$ cat config.mk
export PLATFORM = sky130hd
export DESIGN_NAME = build_script_tokenizer_unit
export DESIGN_NICKNAME = d
export VERILOG_FILES = /design/src/rtl/core/bst_pkg.sv /design/src/rtl/core/bst_front.sv /design/src/rtl/core/bst_queue.sv /design/src/rtl/core/bst_back.sv /design/src/rtl/core/build_script_tokenizer_unit.sv
export SDC_FILE = /design/constraint.sdc
export NUM_CORES = 2
export LEC_CHECK = 0
export BUFFER_PORTS_ARGS = -buffer_cell sky130_fd_sc_hd__clkbuf_2
export CAP_MARGIN = 25
export CELL_PAD_IN_SITES_DETAIL_PLACEMENT = 1
export CELL_PAD_IN_SITES_GLOBAL_PLACEMENT = 2
export CORE_AREA = 2 2 359 361
export DETAILED_ROUTE_END_ITERATION = 16
export DIE_AREA = 0 0 361 363
export PLACE_DENSITY = 0.92
export SETUP_SLACK_MARGIN = 0.15
export SLEW_MARGIN = 5
export SYNTH_ARGS = -nofsm -noshare
export SYNTH_HDL_FRONTEND = slang
export SYNTH_SLANG_ARGS = --single-unit
export TNS_END_PERCENT = 20
$ cat constraint.sdc
create_clock -name clk -period 23.3 [get_ports clk]
set_clock_uncertainty 0.1 [all_clocks]
set_input_delay 3.495 -clock clk [delete_from_list [all_inputs] [get_ports clk]]
set_output_delay 3.495 -clock clk [all_outputs]
set_load 0.02 [all_outputs]
$ cat src/rtl/core/bst_pkg.sv
// shared types, constants and helpers for the build script tokenizer
// no dependencies; imported by every module of the block
package bst_pkg;

	// position counter width and limits
	localparam int unsigned POS_W = 32;
	localparam int unsigned OUT_W = 32;
	typedef logic [POS_W-1:0] pos_t;
	localparam pos_t POS_MAX = '1;

	// request queue depth between front and back
	localparam int unsigned QDEPTH = 4;
	localparam int unsigned QPTR_W = $clog2(QDEPTH);

	// token kinds
	localparam logic [3:0] KIND_IDENT       = 4'd0;
	localparam logic [3:0] KIND_DOT         = 4'd1;
	localparam logic [3:0] KIND_COMMA       = 4'd2;
	localparam logic [3:0] KIND_PLUS        = 4'd3;
	localparam logic [3:0] KIND_MINUS       = 4'd4;
	localparam logic [3:0] KIND_EQUALS      = 4'd5;
	localparam logic [3:0] KIND_LPAREN      = 4'd6;
	localparam logic [3:0] KIND_RPAREN      = 4'd7;
	localparam logic [3:0] KIND_STRING      = 4'd8;
	localparam logic [3:0] KIND_BAD_COMMENT = 4'd9;
	localparam logic [3:0] KIND_BAD_STRING  = 4'd10;
	localparam logic [3:0] KIND_BAD_CHAR    = 4'd11;

	// character codes
	localparam logic [20:0] CH_TAB    = 21'h09;
	localparam logic [20:0] CH_LF     = 21'h0A;
	localparam logic [20:0] CH_CR     = 21'h0D;
	localparam logic [20:0] CH_SPACE  = 21'h20;
	localparam logic [20:0] CH_QUOTE  = 21'h22;
	localparam logic [20:0] CH_LPAREN = 21'h28;
	localparam logic [20:0] CH_RPAREN = 21'h29;
	localparam logic [20:0] CH_STAR   = 21'h2A;
	localparam logic [20:0] CH_PLUS   = 21'h2B;
	localparam logic [20:0] CH_COMMA  = 21'h2C;
	localparam logic [20:0] CH_MINUS  = 21'h2D;
	localparam logic [20:0] CH_DOT    = 21'h2E;
	localparam logic [20:0] CH_SLASH  = 21'h2F;
	localparam logic [20:0] CH_ZERO   = 21'h30;
	localparam logic [20:0] CH_NINE   = 21'h39;
	localparam logic [20:0] CH_EQUALS = 21'h3D;
	localparam logic [20:0] CH_UPPER_A = 21'h41;
	localparam logic [20:0] CH_UPPER_Z = 21'h5A;
	localparam logic [20:0] CH_BSLASH = 21'h5C;
	localparam logic [20:0] CH_USCORE = 21'h5F;
	localparam logic [20:0] CH_LOWER_A = 21'h61;
	localparam logic [20:0] CH_LOWER_Z = 21'h7A;

	// input character request
	typedef struct packed {
		logic [20:0] char_code;
		logic        end_of_input;
	} char_item_t;

	// output token request
	typedef struct packed {
		logic [3:0]       token_kind;
		logic [OUT_W-1:0] start_offset;
		logic [OUT_W-1:0] start_line;
		logic [OUT_W-1:0] start_column;
		logic [OUT_W-1:0] token_length;
		logic             last_of_run;
	} tok_item_t;

	// one queue entry: the tokens caused by one character
	typedef struct packed {
		logic      two;
		tok_item_t tok0;
		tok_item_t tok1;
	} qent_t;

	// front to queue write side
	typedef struct packed {
		logic  push;
		qent_t ent;
	} push_t;

	// queue head towards the back
	typedef struct packed {
		logic  avail;
		qent_t ent;
	} head_t;

	// low output bits of a position counter
	function automatic logic [OUT_W-1:0] out_bits(input pos_t v);
		logic [63:0] w;
		w = 64'(v);
		return w[OUT_W-1:0];
	endfunction

	// saturating increment
	function automatic pos_t sat_inc(input pos_t v);
		return (v == POS_MAX) ? v : v + pos_t'(1);
	endfunction

endpackage

$ cat src/rtl/core/bst_front.sv
// front end: takes characters, tracks positions and runs the lexer modes
// depends on bst_pkg; pushes the tokens of each character into the queue
module bst_front import bst_pkg::*; (
	input  logic       clk,
	input  logic       arst_n,
	input  logic       take,
	input  char_item_t char_item,
	output push_t      push
);

	typedef enum logic [3:0] {
		M_IDLE,
		M_SLASH,
		M_LINE,
		M_BLOCK,
		M_BLOCK_STAR,
		M_STRING,
		M_STRING_ESC,
		M_IDENT,
		M_HALT
	} mode_t;

	mode_t mode_q;
	pos_t  off_q, line_q, col_q, tso_q, tsl_q, tsc_q, len_q;

	mode_t     mode_v;
	pos_t      off_v, line_v, col_v, tso_v, tsl_v, tsc_v, len_v;
	logic [1:0] n_v;
	logic      do_idle;
	logic      is_lf;
	logic [20:0] c;
	logic [3:0] sym_v;
	tok_item_t toks_v [2];

	function automatic tok_item_t mk_tok(input logic [3:0] kind, input pos_t so,
			input pos_t sl, input pos_t sc, input pos_t ln);
		tok_item_t t;
		t.token_kind   = kind;
		t.start_offset = out_bits(so);
		t.start_line   = out_bits(sl);
		t.start_column = out_bits(sc);
		t.token_length = out_bits(ln);
		t.last_of_run  = 1'b0;
		return t;
	endfunction

	function automatic logic [3:0] symbol_kind(input logic [20:0] ch);
		logic [3:0] k;
		case (ch)
			CH_DOT:    k = KIND_DOT;
			CH_COMMA:  k = KIND_COMMA;
			CH_PLUS:   k = KIND_PLUS;
			CH_MINUS:  k = KIND_MINUS;
			CH_EQUALS: k = KIND_EQUALS;
			CH_LPAREN: k = KIND_LPAREN;
			CH_RPAREN: k = KIND_RPAREN;
			default:   k = KIND_IDENT;
		endcase
		return k;
	endfunction

	function automatic logic ident_start(input logic [20:0] ch);
		return (ch >= CH_LOWER_A && ch <= CH_LOWER_Z) ||
			(ch >= CH_UPPER_A && ch <= CH_UPPER_Z) || ch == CH_USCORE;
	endfunction

	function automatic logic ident_char(input logic [20:0] ch);
		return ident_start(ch) || (ch >= CH_ZERO && ch <= CH_NINE);
	endfunction

	// next state and tokens for one character
	always_comb begin
		c       = char_item.char_code;
		is_lf   = (c == CH_LF);
		mode_v  = mode_q;
		tso_v   = tso_q;
		tsl_v   = tsl_q;
		tsc_v   = tsc_q;
		len_v   = len_q;
		n_v     = 2'd0;
		do_idle = 1'b0;
		sym_v   = symbol_kind(c);
		toks_v[0] = mk_tok(KIND_IDENT, '0, '0, '0, '0);
		toks_v[1] = mk_tok(KIND_IDENT, '0, '0, '0, '0);

		// position advance, line feed takes column 1 of the new line
		if (is_lf) begin
			line_v = sat_inc(line_q);
			col_v  = '0;
		end else begin
			line_v = line_q;
			col_v  = col_q;
		end
		col_v = sat_inc(col_v);
		if (off_q == POS_MAX) begin
			off_v = '0;
		end else if (off_q < POS_MAX - pos_t'(1)) begin
			off_v = off_q + pos_t'(1);
		end else begin
			off_v = off_q;
		end

		// mode handling
		case (mode_q)
			M_SLASH: begin
				if (c == CH_SLASH) begin
					mode_v = M_LINE;
				end else if (c == CH_STAR) begin
					len_v  = sat_inc(len_v);
					mode_v = M_BLOCK;
				end else begin
					toks_v[n_v[0]] = mk_tok(KIND_BAD_CHAR, tso_v, tsl_v, tsc_v, len_v);
					n_v    = n_v + 2'd1;
					mode_v = M_HALT;
				end
			end
			M_LINE: begin
				if (is_lf) begin
					mode_v = M_IDLE;
				end
			end
			M_BLOCK, M_BLOCK_STAR: begin
				len_v = sat_inc(len_v);
				if (mode_q == M_BLOCK_STAR && c == CH_SLASH) begin
					mode_v = M_IDLE;
				end else begin
					mode_v = (c == CH_STAR) ? M_BLOCK_STAR : M_BLOCK;
				end
			end
			M_STRING, M_STRING_ESC: begin
				if (c == CH_QUOTE && mode_q == M_STRING) begin
					len_v = sat_inc(len_v);
					toks_v[n_v[0]] = mk_tok(KIND_STRING, tso_v, tsl_v, tsc_v, len_v);
					n_v    = n_v + 2'd1;
					mode_v = M_IDLE;
				end else if (is_lf && mode_q == M_STRING) begin
					toks_v[n_v[0]] = mk_tok(KIND_BAD_STRING, tso_v, tsl_v, tsc_v, len_v);
					n_v    = n_v + 2'd1;
					mode_v = M_HALT;
				end else begin
					len_v  = sat_inc(len_v);
					mode_v = (c == CH_BSLASH) ? M_STRING_ESC : M_STRING;
				end
			end
			M_IDENT: begin
				if (ident_char(c)) begin
					len_v = sat_inc(len_v);
				end else begin
					toks_v[n_v[0]] = mk_tok(KIND_IDENT, tso_v, tsl_v, tsc_v, len_v);
					n_v     = n_v + 2'd1;
					mode_v  = M_IDLE;
					do_idle = 1'b1;
				end
			end
			M_HALT: begin
				mode_v = M_HALT;
			end
			default: begin
				mode_v  = M_IDLE;
				do_idle = 1'b1;
			end
		endcase

		// idle handling: a new token starts at this character
		if (do_idle && !(is_lf || c == CH_SPACE || c == CH_TAB || c == CH_CR)) begin
			tso_v = off_v;
			tsl_v = line_v;
			tsc_v = col_v;
			len_v = pos_t'(1);
			if (c == CH_SLASH) begin
				mode_v = M_SLASH;
			end else if (sym_v != KIND_IDENT) begin
				toks_v[n_v[0]] = mk_tok(sym_v, tso_v, tsl_v, tsc_v, len_v);
				n_v    = n_v + 2'd1;
				mode_v = M_IDLE;
			end else if (c == CH_QUOTE) begin
				mode_v = M_STRING;
			end else if (ident_start(c)) begin
				mode_v = M_IDENT;
			end else begin
				toks_v[n_v[0]] = mk_tok(KIND_BAD_CHAR, tso_v, tsl_v, tsc_v, len_v);
				n_v    = n_v + 2'd1;
				mode_v = M_HALT;
			end
		end

		// end of input flushes the open token and restarts positions
		if (char_item.end_of_input) begin
			case (mode_v)
				M_SLASH: begin
					toks_v[n_v[0]] = mk_tok(KIND_BAD_CHAR, tso_v, tsl_v, tsc_v, len_v);
					n_v = n_v + 2'd1;
				end
				M_BLOCK, M_BLOCK_STAR: begin
					toks_v[n_v[0]] = mk_tok(KIND_BAD_COMMENT, tso_v, tsl_v, tsc_v, len_v);
					n_v = n_v + 2'd1;
				end
				M_STRING, M_STRING_ESC: begin
					toks_v[n_v[0]] = mk_tok(KIND_BAD_STRING, tso_v, tsl_v, tsc_v, len_v);
					n_v = n_v + 2'd1;
				end
				M_IDENT: begin
					toks_v[n_v[0]] = mk_tok(KIND_IDENT, tso_v, tsl_v, tsc_v, len_v);
					n_v = n_v + 2'd1;
				end
				default: begin
					n_v = n_v;
				end
			endcase
			mode_v = M_IDLE;
			off_v  = POS_MAX;
			line_v = pos_t'(1);
			col_v  = '0;
			tso_v  = '0;
			tsl_v  = '0;
			tsc_v  = '0;
			len_v  = '0;
		end

		// mark the final token of this character
		if (n_v == 2'd1) begin
			toks_v[0].last_of_run = 1'b1;
		end else if (n_v == 2'd2) begin
			toks_v[1].last_of_run = 1'b1;
		end

		push.push     = take && (n_v != 2'd0);
		push.ent.two  = n_v[1];
		push.ent.tok0 = toks_v[0];
		push.ent.tok1 = toks_v[1];
	end

	// lexer state and position counters
	always_ff @(posedge clk or negedge arst_n) begin
		if (!arst_n) begin
			mode_q <= M_IDLE;
			off_q  <= POS_MAX;
			line_q <= pos_t'(1);
			col_q  <= '0;
			tso_q  <= '0;
			tsl_q  <= '0;
			tsc_q  <= '0;
			len_q  <= '0;
		end else if (take) begin
			mode_q <= mode_v;
			off_q  <= off_v;
			line_q <= line_v;
			col_q  <= col_v;
			tso_q  <= tso_v;
			tsl_q  <= tsl_v;
			tsc_q  <= tsc_v;
			len_q  <= len_v;
		end
	end

endmodule

$ cat src/rtl/core/bst_queue.sv
// short queue of token groups between the front and the back
// depends on bst_pkg; one push and one pop per cycle
module bst_queue import bst_pkg::*; (
	input  logic  clk,
	input  logic  arst_n,
	input  push_t push,
	input  logic  pop,
	output head_t head,
	output logic  full
);

	qent_t             store_q [QDEPTH];
	logic [QPTR_W-1:0] wr_q, rd_q;
	logic [QPTR_W:0]   count_q;

	assign full       = (count_q == (QPTR_W+1)'(QDEPTH));
	assign head.avail = (count_q != '0);
	assign head.ent   = store_q[rd_q];

	// entry storage
	always_ff @(posedge clk) begin
		if (push.push) begin
			store_q[wr_q] <= push.ent;
		end
	end

	// pointers and fill count
	always_ff @(posedge clk or negedge arst_n) begin
		if (!arst_n) begin
			wr_q    <= '0;
			rd_q    <= '0;
			count_q <= '0;
		end else begin
			if (push.push) begin
				wr_q <= wr_q + QPTR_W'(1);
			end
			if (pop) begin
				rd_q <= rd_q + QPTR_W'(1);
			end
			case ({push.push, pop})
				2'b10:   count_q <= count_q + (QPTR_W+1)'(1);
				2'b01:   count_q <= count_q - (QPTR_W+1)'(1);
				default: count_q <= count_q;
			endcase
		end
	end

endmodule

$ cat src/rtl/core/bst_back.sv
// back end: splits queue entries into single tokens on the output register
// depends on bst_pkg; reads the queue head and drives the token channel
module bst_back import bst_pkg::*; (
	input  logic      clk,
	input  logic      arst_n,
	input  head_t     head,
	output logic      pop,
	output logic      tok_valid,
	input  logic      tok_stall,
	output tok_item_t tok_item
);

	logic      valid_q;
	logic      sel_q;
	tok_item_t out_q;
	logic      load;
	tok_item_t next_tok;

	// load the output register when it is empty or being taken
	assign load     = head.avail && (!valid_q || !tok_stall);
	assign next_tok = sel_q ? head.ent.tok1 : head.ent.tok0;
	assign pop      = load && (!head.ent.two || sel_q);

	assign tok_valid = valid_q;
	assign tok_item  = out_q;

	always_ff @(posedge clk or negedge arst_n) begin
		if (!arst_n) begin
			valid_q <= 1'b0;
			sel_q   <= 1'b0;
		end else begin
			if (load) begin
				valid_q <= 1'b1;
				sel_q   <= head.ent.two && !sel_q;
			end else if (!tok_stall) begin
				valid_q <= 1'b0;
			end
		end
	end

	// output payload
	always_ff @(posedge clk) begin
		if (load) begin
			out_q <= next_tok;
		end
	end

endmodule

$ cat src/rtl/core/build_script_tokenizer_unit.sv
// build script tokenizer: one character in and one token out per cycle unless stalled
// a token enters the queue as its character is accepted, then moves to the output register
// throughput: one character per cycle while the queue has room; a character causing
// two tokens holds the output for both, absorbed by the four-entry front-back queue
// reset: asynchronous, clears lexer mode, positions, queue and output; no clear pass
module build_script_tokenizer_unit import bst_pkg::*; (
	input  logic       clk,
	input  logic       arst_n,
	input  logic       char_valid,
	output logic       char_stall,
	input  char_item_t char_item,
	output logic       tok_valid,
	input  logic       tok_stall,
	output tok_item_t  tok_item
);

	push_t push;
	head_t head;
	logic  pop;
	logic  full;

	// input stalls only on a full queue
	assign char_stall = full;

	bst_front u_front (
		.clk       (clk),
		.arst_n    (arst_n),
		.take      (char_valid && !char_stall),
		.char_item (char_item),
		.push      (push)
	);

	bst_queue u_queue (
		.clk    (clk),
		.arst_n (arst_n),
		.push   (push),
		.pop    (pop),
		.head   (head),
		.full   (full)
	);

	bst_back u_back (
		.clk       (clk),
		.arst_n    (arst_n),
		.head      (head),
		.pop       (pop),
		.tok_valid (tok_valid),
		.tok_stall (tok_stall),
		.tok_item  (tok_item)
	);

endmodule

==> flow_summary.toml <==
[layout]
final_common_cell = "edfxtp_1"
syn_to_final_growth_pct = 13.2
fin_nets = 4544
regArea_mm2 = 0.0420
drive_gt1_share_pct = 17.8
multiInputGateArea_mm2 = 0.0191
layout_common_cells = "edfxtp_1, nand2_1, mux4_2, nor2_1, o21ai_0"
fillCellCount = 12000

[placed_design]
io_buffers = 160
dp_hpwl_um = 98800
place_congestion = 0.826

[power]
peakVddDrop_uv = 130
power_density_mw_per_mm2 = 136
p_leak_nw = 24.3

[logic_synthesis]
synthFlopType = "edfxtp_1"
syn_area_mm2 = 0.0620
yosysUniqueCellTypes = 93
synth_top_family_by_area = "multiplexers"
yosys_warnings = 0
yosys.area_share.adder_pct = 0.234
async_flop_share_pct = 16.5
synth_edf_count = 1201
avgSynthCellArea_um2 = 14.5
synthXorXnorAreaFrac_pct = 1.46
ys_seq_area_share_pct = 67.8
syn_inst = 4282
yosys.area_share.simple_pct = 8.85
synth-compound-area-share_pct = 8.92
ys_ff_latch = 1438
synthMuxAreaShare_pct = 10.5

[routing]
wl_per_cell_um = 27.4
drtIter0Drc = 3894
wirelength_um = 172000
drc = 0
vias = 39300
drt-vias-per-instance = 6.25
drtPass1Iterations = 6
ant_nets = 0

[global_routing]
use_met3_pct = 5.06
overflow = 0
use_met2_pct = 43.3
busiest_layer = "met2"
track_usage_pct = 26.4
grt_pass1_vias = 42000
grt_max_degree = 158
antenna_found_initial = 9
grt_pass1_wl_um = 261000
grtUsageMet1_pct = 35.3

[timing]
fmax_mhz = 104
max_slew_margin_pct = 23.5
period_share_pct = 41.4
drv_slew = 0
tightest_slew_ns = 1.14
setup_violations = 0
fin_crit_ns = 9.64
final_hold_viol_count = 0
rsz0062_at_grt = "false"
setup-tns-final_ns = 0
holdWs_ns = 0.407

[cts]
cts_resized = 0
path_clk_slew_ns = 0.06
tritoncts = "built"
cts_sinks = 1438
clkLatencyLatePin_ns = 0.80
cts_max_level = 4
clockBufferDepth = 3
cts_made_buffers = 152
cts_hold_buf = 0
cts_setup_buffers = 0
cts-root-buf = "clkbuf_16"

[die]
num_io_pins = 161
start_util_pct = 48.8
core-area_mm2 = 0.127
dieWidth_um = 361
rows = 131
die_y_um = 363
die_area_mm2 = 0.131

[worst_setup_path]
end_kind = "register"
critPathRequiredTime_ns = 23.61
crit_fanout = 137
path_class = "in2reg"
cp_data_arrival_time_ns = 9.94
start_kind = "primary input"

[job]
maxCapViolCount = 0

[hold_path]
hold_path.class = "reg2reg"

[status]
status = "finished clean"
==> per-stage QoR <==
step	utilization (%)	cells	cell area, um2	total power [mW]	worst slack (ns)
finish	55.2	6296	70200	9.56	13.66
global route	55.2	6295	70100	9.98	13.40
CTS	55.1	6287	70000	9.61	13.69
detailed placement	51.1	6007	64900	7.10	12.85
global placement	51.0	6003	64800	6.94	13.00
floorplan	-	4405	62400	6.08	9.55
==> cell type report <==
class | instances | area share, %
diodes | 1 | 0.00357
clock buffers | 213 | 6.05
clock inverters | 67 | 1.18
inverters | 57 | 0.316
multi-input cells | 2626 | 27.3
flip-flops and latches | 1438 | 59.9
well taps | 1662 | 2.96
repair buffers | 232 | 2.28
==> cell families after synthesis <==
kind of cell | count (synthesis)
muxes | 315
other | 1
xor gates and xnor gates | 103
AOI/OAI and AO/OA | 814
DFF | 1438
buffers and inverters | 341
adders and majority gates | 11
and+or+nand+nor | 1259
==> flip-flops by register name, summed over array words and instances, names as in the netlist <==
signal and cells:
u_queue.store_q 1068, u_queue.count_q 3, u_front.mode_q 4, u_back.tok_item 133, u_front.tsl_q 32, u_front.line_q 32, u_front.off_q 32, u_back.tok_valid 1
u_front.col_q 32, u_queue.rd_q 2, u_queue.wr_q 2, u_front.tsc_q 32, u_front.tso_q 32, u_front.len_q 32, u_back.sel_q 1
==> cell usage after synthesis (13+ instances only) <==
cell type | instances | share of area (%)
edfxtp_1 | 1201 | 58
nand2_1 | 692 | 4.2
mux4_2 | 267 | 9.7
nor2_1 | 242 | 1.5
o21ai_0 | 218 | 1.8
dfrtp_1 | 204 | 8.2
clkbuf_1 | 193 | 1.2
a21oi_1 | 172 | 1.4
a22o_1 | 81 | 1.1
o22ai_1 | 81 | 0.82
nand3_1 | 73 | 0.59
nor3_1 | 59 | 0.48
buf_1 | 56 | 0.34
inv_1 | 56 | 0.34
xnor2_1 | 53 | 0.75
a22oi_1 | 52 | 0.63
xor2_1 | 50 | 0.71
mux2i_1 | 47 | 0.76
and3_1 | 36 | 0.36
dfstp_2 | 33 | 1.4
nand4_1 | 32 | 0.32
buf_2 | 28 | 0.23
nor4_1 | 26 | 0.26
o2bb2ai_1 | 25 | 0.35
o22a_1 | 19 | 0.27
a221oi_2 | 18 | 0.44
or3_1 | 17 | 0.17
a211oi_1 | 16 | 0.19
a31oi_1 | 16 | 0.16
and4_1 | 15 | 0.21
o31ai_1 | 15 | 0.18
nand2b_1 | 14 | 0.14
o211ai_1 | 13 | 0.16
==> worst paths after layout <==
path | start | endpoint | slack, ns | depth (start not counted)
min reg2reg | u_front.col_q[0]$_DFFE_PN0P_ | u_front.col_q[0]$_DFFE_PN0P_ | 0.41 | 2
max in group asynchronous | arst_n | u_front.tsc_q[17]$_DFFE_PN0P_ | 19.12 | 2
max reg2reg | u_front.mode_q[3]$_DFFE_PN0P_ | u_queue.store_q[1][46]$_DFFE_PP_ | 16.40 | 13
min | u_front.col_q[0]$_DFFE_PN0P_ | u_front.col_q[0]$_DFFE_PN0P_ | 0.41 | 2
min in group asynchronous | arst_n | u_front.tso_q[20]$_DFFE_PN0P_ | 2.56 | 1
max | char_item[20] | u_queue.store_q[1][46]$_DFFE_PP_ | 13.66 | 17
==> routing by layer <==
layer	vias up	part of all wire (%)
met3	335	7.2
met5	-	0.023
met4	8	3.3
met1	20600	41
met2	1593	48
li1	16800	-
==> report_power, final <==
part           leakage (nW)  internal (mW)  switching (mW)  total, mW
sequential             14.0           3.70           0.258       3.95
clock                  2.47           1.45            1.02       2.47
combinational          7.84           1.05            2.09       3.13
total                  24.3           6.20            3.36       9.56
==> worst max-delay path, stage by stage <==
cell and delay (ns):
clkbuf_2 0.08, nor4_1 0.95, nand4_1 0.17, buf_4 0.30, nor4b_2 0.58, nor3_1 0.22, nor2_1 0.33, inv_1 0.11
ha_1 0.31, a211o_1 0.30, a211oi_4 0.40, nor2b_1 0.20, o211ai_1 0.20, o21a_1 0.26, and3_4 0.32, buf_12 0.69
buf_4 0.85
Note: power is estimated with default switching activity, not from simulation.
